==> src/rtl/edmk_pkg.sv <==
`timescale 1ns / 1ps
// ---------------------------------------------------------------------------
// Edmonds-Karp max flow package
// Shared types, codes and handshake structs for the max flow core.
// ---------------------------------------------------------------------------
package edmk_pkg;

  localparam int VERTEX_BITS   = 4;
  localparam int ECAP_BITS     = 16;
  localparam int TOTAL_BITS    = 20;
  localparam int CFG_IDX_BITS  = 2;
  localparam int CFG_DATA_BITS = 5;

  localparam logic [1:0] MODE_ADD     = 2'd0;
  localparam logic [1:0] MODE_COMPUTE = 2'd1;
  localparam logic [1:0] MODE_CLEAR   = 2'd2;
  localparam logic [1:0] MODE_SPARE   = 2'd3;

  localparam logic [1:0] STATUS_OK    = 2'd0;
  localparam logic [1:0] STATUS_RANGE = 2'd1;
  localparam logic [1:0] STATUS_SAT   = 2'd2;

  localparam logic [CFG_IDX_BITS-1:0] CFG_VERTEX_COUNT  = 2'd0;
  localparam logic [CFG_IDX_BITS-1:0] CFG_SOURCE_VERTEX = 2'd1;
  localparam logic [CFG_IDX_BITS-1:0] CFG_SINK_VERTEX   = 2'd2;

  typedef struct packed {
    logic [1:0]             mode;
    logic [VERTEX_BITS-1:0] from_vertex;
    logic [VERTEX_BITS-1:0] to_vertex;
    logic [ECAP_BITS-1:0]   edge_capacity;
  } item_t;

  typedef struct packed {
    logic [TOTAL_BITS-1:0] flow_total;
    logic [1:0]            status;
  } result_t;

  typedef enum logic [4:0] {
    ST_INIT, ST_IDLE, ST_DECODE, ST_ADD_RD, ST_ADD_WR, ST_SWEEP,
    ST_BFS_INIT, ST_POP, ST_POPD, ST_SCAN_RD, ST_SCAN_EV,
    ST_WALK_P, ST_WALK_E, ST_WALK_U, ST_AP_P, ST_AP_F, ST_AP_W1, ST_AP_W2,
    ST_DONE
  } state_e;

  typedef struct packed {
    logic latch_item;
    logic sweep;
    logic sweep_cap;
    logic sweep_flow;
    logic add_rd;
    logic add_wr;
    logic bfs_init;
    logic pop_rd;
    logic pop_load;
    logic scan_rd;
    logic scan_ev;
    logic walk_init;
    logic walk_par;
    logic walk_edge;
    logic walk_upd;
    logic ap_init;
    logic ap_par;
    logic ap_flow;
    logic ap_w1;
    logic ap_w2;
    logic sum_add;
    logic load_out;
  } cmd_t;

  typedef struct packed {
    logic [1:0] mode;
    logic       item_bad;
    logic       cfg_bad;
    logic       src_eq_snk;
    logic       sweep_last;
    logic       q_empty;
    logic       u_is_snk;
    logic       scan_last;
    logic       v_is_src;
    logic       found;
    logic       out_busy;
  } sts_t;

endpackage

==> src/rtl/edmk_ctrl.sv <==
`timescale 1ns / 1ps
// ---------------------------------------------------------------------------
// Max flow controller
// Sequences loads, clearing passes, searches and augmentations.
// ---------------------------------------------------------------------------
module edmk_ctrl
  import edmk_pkg::*;
(
  input  logic clk_i,
  input  logic rst_ni,
  input  logic in_valid_i,
  output logic in_ready_o,
  input  sts_t sts_i,
  output cmd_t cmd_o
);

  state_e state_q, state_d;

  always_ff @(posedge clk_i or negedge rst_ni) begin
    if (!rst_ni) begin
      state_q <= ST_INIT;
    end else begin
      state_q <= state_d;
    end
  end

  always_comb begin
    state_d    = state_q;
    cmd_o      = '0;
    in_ready_o = 1'b0;
    case (state_q)
      ST_INIT: begin
        cmd_o.sweep      = 1'b1;
        cmd_o.sweep_cap  = 1'b1;
        cmd_o.sweep_flow = 1'b1;
        if (sts_i.sweep_last) state_d = ST_IDLE;
      end
      ST_IDLE: begin
        in_ready_o = 1'b1;
        if (in_valid_i) begin
          cmd_o.latch_item = 1'b1;
          state_d          = ST_DECODE;
        end
      end
      ST_DECODE: begin
        case (sts_i.mode)
          MODE_ADD:     state_d = sts_i.item_bad ? ST_DONE : ST_ADD_RD;
          MODE_COMPUTE: state_d = (sts_i.cfg_bad || sts_i.src_eq_snk) ? ST_DONE : ST_SWEEP;
          MODE_CLEAR:   state_d = ST_SWEEP;
          default:      state_d = ST_DONE;
        endcase
      end
      ST_ADD_RD: begin
        cmd_o.add_rd = 1'b1;
        state_d      = ST_ADD_WR;
      end
      ST_ADD_WR: begin
        cmd_o.add_wr = 1'b1;
        state_d      = ST_DONE;
      end
      ST_SWEEP: begin
        cmd_o.sweep      = 1'b1;
        cmd_o.sweep_cap  = (sts_i.mode == MODE_CLEAR);
        cmd_o.sweep_flow = (sts_i.mode == MODE_COMPUTE);
        if (sts_i.sweep_last) begin
          state_d = (sts_i.mode == MODE_COMPUTE) ? ST_BFS_INIT : ST_DONE;
        end
      end
      ST_BFS_INIT: begin
        cmd_o.bfs_init = 1'b1;
        state_d        = ST_POP;
      end
      ST_POP: begin
        if (sts_i.q_empty) begin
          if (sts_i.found) begin
            cmd_o.walk_init = 1'b1;
            state_d         = ST_WALK_P;
          end else begin
            state_d = ST_DONE;
          end
        end else begin
          cmd_o.pop_rd = 1'b1;
          state_d      = ST_POPD;
        end
      end
      ST_POPD: begin
        if (sts_i.u_is_snk) begin
          // The sink is reached, so the path exists.
          cmd_o.walk_init = 1'b1;
          state_d         = ST_WALK_P;
        end else begin
          cmd_o.pop_load = 1'b1;
          state_d        = ST_SCAN_RD;
        end
      end
      ST_SCAN_RD: begin
        cmd_o.scan_rd = 1'b1;
        state_d       = ST_SCAN_EV;
      end
      ST_SCAN_EV: begin
        cmd_o.scan_ev = 1'b1;
        state_d       = sts_i.scan_last ? ST_POP : ST_SCAN_RD;
      end
      ST_WALK_P: begin
        if (sts_i.v_is_src) begin
          cmd_o.ap_init = 1'b1;
          state_d       = ST_AP_P;
        end else begin
          cmd_o.walk_par = 1'b1;
          state_d        = ST_WALK_E;
        end
      end
      ST_WALK_E: begin
        cmd_o.walk_edge = 1'b1;
        state_d         = ST_WALK_U;
      end
      ST_WALK_U: begin
        cmd_o.walk_upd = 1'b1;
        state_d        = ST_WALK_P;
      end
      ST_AP_P: begin
        if (sts_i.v_is_src) begin
          cmd_o.sum_add = 1'b1;
          state_d       = ST_BFS_INIT;
        end else begin
          cmd_o.ap_par = 1'b1;
          state_d      = ST_AP_F;
        end
      end
      ST_AP_F: begin
        cmd_o.ap_flow = 1'b1;
        state_d       = ST_AP_W1;
      end
      ST_AP_W1: begin
        cmd_o.ap_w1 = 1'b1;
        state_d     = ST_AP_W2;
      end
      ST_AP_W2: begin
        cmd_o.ap_w2 = 1'b1;
        state_d     = ST_AP_P;
      end
      ST_DONE: begin
        if (!sts_i.out_busy) begin
          cmd_o.load_out = 1'b1;
          state_d        = ST_IDLE;
        end
      end
      default: state_d = ST_INIT;
    endcase
  end

endmodule

==> config.mk <==
export PLATFORM = sky130hd
export DESIGN_NAME = edmk_ctrl
export DESIGN_NICKNAME = d
export VERILOG_FILES = /design/src/rtl/edmk_pkg.sv /design/src/rtl/edmk_ctrl.sv
export SDC_FILE = /design/constraint.sdc
export NUM_CORES = 1
export LEC_CHECK = 0
export BUFFER_PORTS_ARGS = -buffer_cell sky130_fd_sc_hd__buf_2
export CAP_MARGIN = 10
export CORE_UTILIZATION = 45
export CTS_CLUSTER_DIAMETER = 200
export DETAILED_ROUTE_END_ITERATION = 8
export PLACE_DENSITY = 0.84
export SETUP_SLACK_MARGIN = 0.1
export SLEW_MARGIN = 5
export SYNTH_ARGS = -nofsm -noshare
export SYNTH_HDL_FRONTEND = slang
export SYNTH_SLANG_ARGS = --single-unit
==> constraint.sdc <==
create_clock -name clk_i -period 2.3 [get_ports clk_i]
set_input_delay 0.115 -clock clk_i [delete_from_list [all_inputs] [get_ports clk_i]]
set_output_delay 0.115 -clock clk_i [all_outputs]
set_load 0.03 [all_outputs]
Yosys cells after proc, flatten, opt, wreduce, memory -nomap -nowiden
Cells that the tools add are included.

word-level totals
  flip-flop bits (word level) = 5
  input bits = 15
  output and inout bits = 23

cells by class
  eq/ne operators = 24
  multiplexer cells = 45
  reductions and logical operators = 4

operators with widths
  kind                  count
  $pmux W5 S19          1
  $mux W5               9
  $eq A5 B4 Y1 const B  8
  $mux W1               28
  $eq A5 B3 Y1 const B  4
  $eq A5 B5 Y1 const B  3
  $pmux W5 S3           1
  $eq A5 B2 Y1 const B  2
  $mux W4               2
  $ne A2 B2 Y1 const B  4
  $pmux W3 S2           1
  $eq A5 B1 Y1 const B  1
  $logic_not A5 Y1      1
  $mux W2               2
  $reduce_and A4 Y1     1
  $eq A2 B1 Y1 const B  1
  $eq A2 B2 Y1 const B  1
  $logic_not A2 Y1      1
  $pmux W1 S2           1
  $logic_or A1 B1 Y1    1

Depth between registers and ports, before layout
  word-level depth = 4
  gate-level depth with buffers = 7

Worst setup path after synthesis
OpenSTA, ideal clock, no wires.

  path kind = reg2out
  start point = reg state_q[2]
  end point = out cmd_o[13] (netlist name)
  data arrival time = 1.861 ns
  data required time = 2.185 ns
  path slack = 0.324 ns
  stages on the path, launching flop included = 5
  buffers on the path = 2
  cell sequence = dfrtp_1 buf_2 buf_2 nand2b_1 nor4_1

RTL lines
  what                    RTL line         text
  start, declared         edmk_ctrl.sv:17  state_e state_q, state_d;
  start signal, assigned  edmk_ctrl.sv:23  state_q <= state_d;
  end, declared           edmk_ctrl.sv:14  output cmd_t cmd_o

Worst setup path after layout
  start point = reg state_q[2]
  end point = reg state_q[2]

on the way
  longest elaborated chain between the ends = 3
  elaborated cells between the ends (all ways) = 25
  those cells by class = eq/ne (22); mux (1); reduce/logical (2)

ends and longest elaborated chain
  what                                        RTL line         text
  $eq A5 B3 Y1, or another cell as far along  edmk_ctrl.sv:31  case (state_q)
  $ne A2 B2 Y1 (no source line)               -
  $reduce_and A4 Y1 (no source line)          -

Several ways; a longest one is shown, not always the timed one.
A chain may end at the register's enable or synchronous reset.

==> PnR_summary.wiki <==
{| class="wikitable"
! Metric !! Value
|-
| Path category of the worst min-delay check || in2async
|-
| Met2 routed WL || 1.14 mm
|-
| Post-route setup slack || 312 ps
|-
| Area added between synthesis and finish || 29.8%
|-
| Global-route total usage across every layer || 28.6%
|-
| Arrival time worst endpoint || about 2100 ps
|-
| Share of async-settable or async-resettable flops after synthesis || between 90% and 100%
|-
| Die Y || 43.5 µm
|-
| Max incr delay on CP || between 500 and 600 ps
|-
| Clock latency on the worst-skew pair || 250 ps
|-
| Slew HR || 65.1%
|-
| Uppermost layer routed || met4
|-
| Total global routing overflow || 0
|-
| Clk pin slew, worst setup/hold paths || 50 ps
|-
| Proportion of synthesized chip area in sequential cells || 16.2%
|-
| Final period utilization || just under 90%
|-
| TritonCTS Buffers || 3
|-
| Hold Fails Final Rpt || 0
|-
| Startpoint kind of the worst setup timing path || register
|-
| Routability congestion estimate || 0.936
|-
| Biggest register || state_q
|-
| Maximum number of pins on one net before global-route repair || 22
|-
| XOR/XNOR Fraction of Synth Area || 2.27%
|-
| Slew at the pin closest to its max-slew limit || 516 ps
|-
| Routed length on met3 || 227 µm
|-
| Post-Synthesis Cells || 117
|-
| Cell Chain, Critical Path || or3_1, o311ai_1, a21oi_2, a22o_1
|-
| Initial Util || 49.6%
|-
| Die Area || about 0.0019 mm²
|-
| Wire length of the first global-routing pass || 3.97 mm
|-
| Sum of negative setup slack || 0 ps
|-
| Starting DRT DRC Count || 77
|-
| Post-synthesis average cell area || 6.61 µm²
|-
| Clock sinks || 5
|-
| Max reg flops || 5
|-
| Max capacitance violation total || 0
|-
| Number of buffer and inverter stages on the critical path || 0
|-
| Switch share || 56.1%
|-
| # Post-CTS Setup Buffers || 0
|-
| Placement row count || 14
|-
| Standard cell core area || 0.00156 mm²
|-
| Count of warnings emitted by yosys || 0
|-
| Post-synthesis instance area || 773 µm²
|-
| Worst slack at placement || between 300 and 400 ps
|-
| Vias in the first global route || 866
|-
| Fill cell count || 152
|-
| Internal power summed over all cells || 587 µW
|-
| Dominant combinational cell family by area after synthesis || simple AND/OR/NAND/NOR gates
|-
| PwrDens || between 1000 and 1500 mW/mm²
|-
| Synthesized net count || 132
|-
| Post-synth EDFFs || 0
|-
| Most instantiated flip-flop cell in the synthesis netlist || dfrtp_1
|-
| Die extent in x || 43.5 µm
|-
| Worst Path Class, Setup || reg2reg
|-
| Most frequent cells in the layout || buf_2 (37), nor2_1 (15), nand2_1 (9), nor3_1 (9)
|-
| Final setup viols || 0
|-
| Type of element capturing the critical path || register
|-
| Final critical path time including I/O delays and setup || about 2000 ps
|-
| Post-synthesis mux area share || 0%
|-
| Post-DRT Antenna Nets || 0
|-
| Setup repair after global routing missed its margin || false
|-
| Combinational share of power || 75.2%
|-
| Pwr Total || between 1000 and 1500 µW
|-
| LEAKAGE || 0.000510 µW
|-
| Ratio of cells with drive above 1 in the final layout || 32.5%
|-
| Highest fanout seen on the critical path || 16
|-
| Family of cells with the greatest summed delay on the critical path || compound AO/OA/AOI/OAI gates
|-
| Maximum clock rate || 0.503 GHz
|-
| Vias per cell || 6.19
|-
| Final wirelength || about 2.5 mm
|-
| Clock Path Buffers || 2
|-
| Commonest non-fill, non-tap cell in the layout || buf_2
|-
| Data required time at the worst endpoint || ~2400 ps
|-
| Total net switching power || 750 µW
|-
| Synthesized-area fraction occupied by adder cells || 0%
|-
| Peak ir drop on the vdd network || 572 µV
|-
| DRC violations left || 4
|-
| Critical-path top delay cell || dfrtp_1
|-
| Clk root buf || clkbuf_4
|-
| Post-route met1 wirelength || 1.06 mm
|-
| Average wire per cell in the routed design || 14.5 µm
|-
| Violations in the final reports || design-rule violations
|-
| Clock tree from TritonCTS || built
|-
| Unique cell type count in the Yosys netlist || 39
|-
| Clock Skews || 4.94 ps
|-
| Largest registers in the final layout || state_q x5
|-
| Initial antenna violation count || 0
|-
| Total via count in the routed design || 1,053
|-
| Number of nets in the layout || between 150 and 200
|-
| Simple-gate share of the synthesized area || 48.4%
|-
| Number of top-level pins || 38
|-
| HPWL Detailed || 1.84 mm
|-
| FF+latch count, synth || 5
|-
| Total inserted antenna cells || 0
|-
| Number of iterations in the first detailed-routing pass || 6
|-
| Post-synthesis compound-gate area fraction || approximately 25%
|-
| Run status || finished, violations left
|-
| Count of H-tree levels built during CTS || 1
|-
| Final-report max-slew violation count || 0
|-
| Count of port buffers added during placement || 37
|-
| Clock network fraction of design power || under 10%
|-
| Finished Core Util || 64.4%
|-
| Register share of total power || 16.7%
|}
[area by class of cell]
type / instances / area, µm² / share of cell area (%)
Clock buffer: 4 / 26.3 / 2.62
Inverter: 5 / 18.8 / 1.87
Multi-Input combinational cell: 98 / 588 / 58.6
Sequential cell: 5 / 125 / 12.5
Tap cell: 16 / 20.0 / 2.00
Timing Repair Buffer: 42 / 225 / 22.4
[what timing repair did]
action	in CTS	in global routing
resized for setup	0	1
hold endpoints to repair	5	0
setup endpoints to repair	0	6
hold buffers	1	0
[power groups by stage]
stage / Clock [µW] / Combinational [µW] / Sequential [µW]
final: 109 / 1010 / 223
after global routing: 118 / 1100 / 234
after CTS: 109 / 993 / 217
after detailed placement: 0 / 987 / 220
after global placement: 0 / 962 / 216
after floorplan: 0 / 815 / 154
[synthesized netlist by cell type (all sizes together), types with 2 or more instances]
master  number  area share (%)
nor3b        2             1.9
nor4         2             1.6
or3          6             5.5
nand2        9             4.4
a22o         4             4.5
nor2b        5             4.0
nor2        15             7.3
a21boi       2             1.9
nand2b       5             4.0
buf          8             5.0
nor3         9             5.8
dfrtp        5              16
o21ai        6             3.9
a21oi        7             5.0
nor4b        2             2.3
inv          5             2.4
nand3        6             3.9
[worst paths after layout]
check,endpoint,from,cells past startpoint,slack (ps)
setup reg to reg,state_q[2]$_DFFE_PN0P_,state_q[2]$_DFFE_PN0P_,4,310
setup / recovery,state_q[2]$_DFFE_PN0P_,state_q[2]$_DFFE_PN0P_,4,310
min in group clk_i,state_q[4]$_DFFE_PN0P_,sts_i[9],4,270
hold reg to reg,state_q[0]$_DFFE_PN0P_,state_q[0]$_DFFE_PN0P_,2,780
hold / removal,state_q[4]$_DFFE_PN0P_,rst_ni,2,220
max in group asynchronous,state_q[1]$_DFFE_PN0P_,rst_ni,2,1930
[metrics by stage]
stage	instance area, µm²	hold WS, ps	std cells
2_1_floorplan	773	-181	117
3_3_place_gp	965	-65.1	165
4_1_cts	1000	207	170
3_5_place_dp	965	-56.9	165
6_report	1000	220	170
5_1_grt	1000	242	170
[cell families (layout without fill, tap and decap cells)]
logic type	after synthesis	after routing
xor+xnor	2	2
flops	5	5
simple gates	68	68
buf+inv	14	51
compound gates	28	28
[metal layers]
| layer | vias up | GRT usage (%) |
|---|---|---|
| li1 | 497 | - |
| met1 | 494 | 38.4 |
| met2 | 58 | 43.9 |
| met3 | 4 | 6.67 |
| met4 | 0 | 11.9 |
| met5 | - | 0 |
Power figures use the tool's default switching activity.
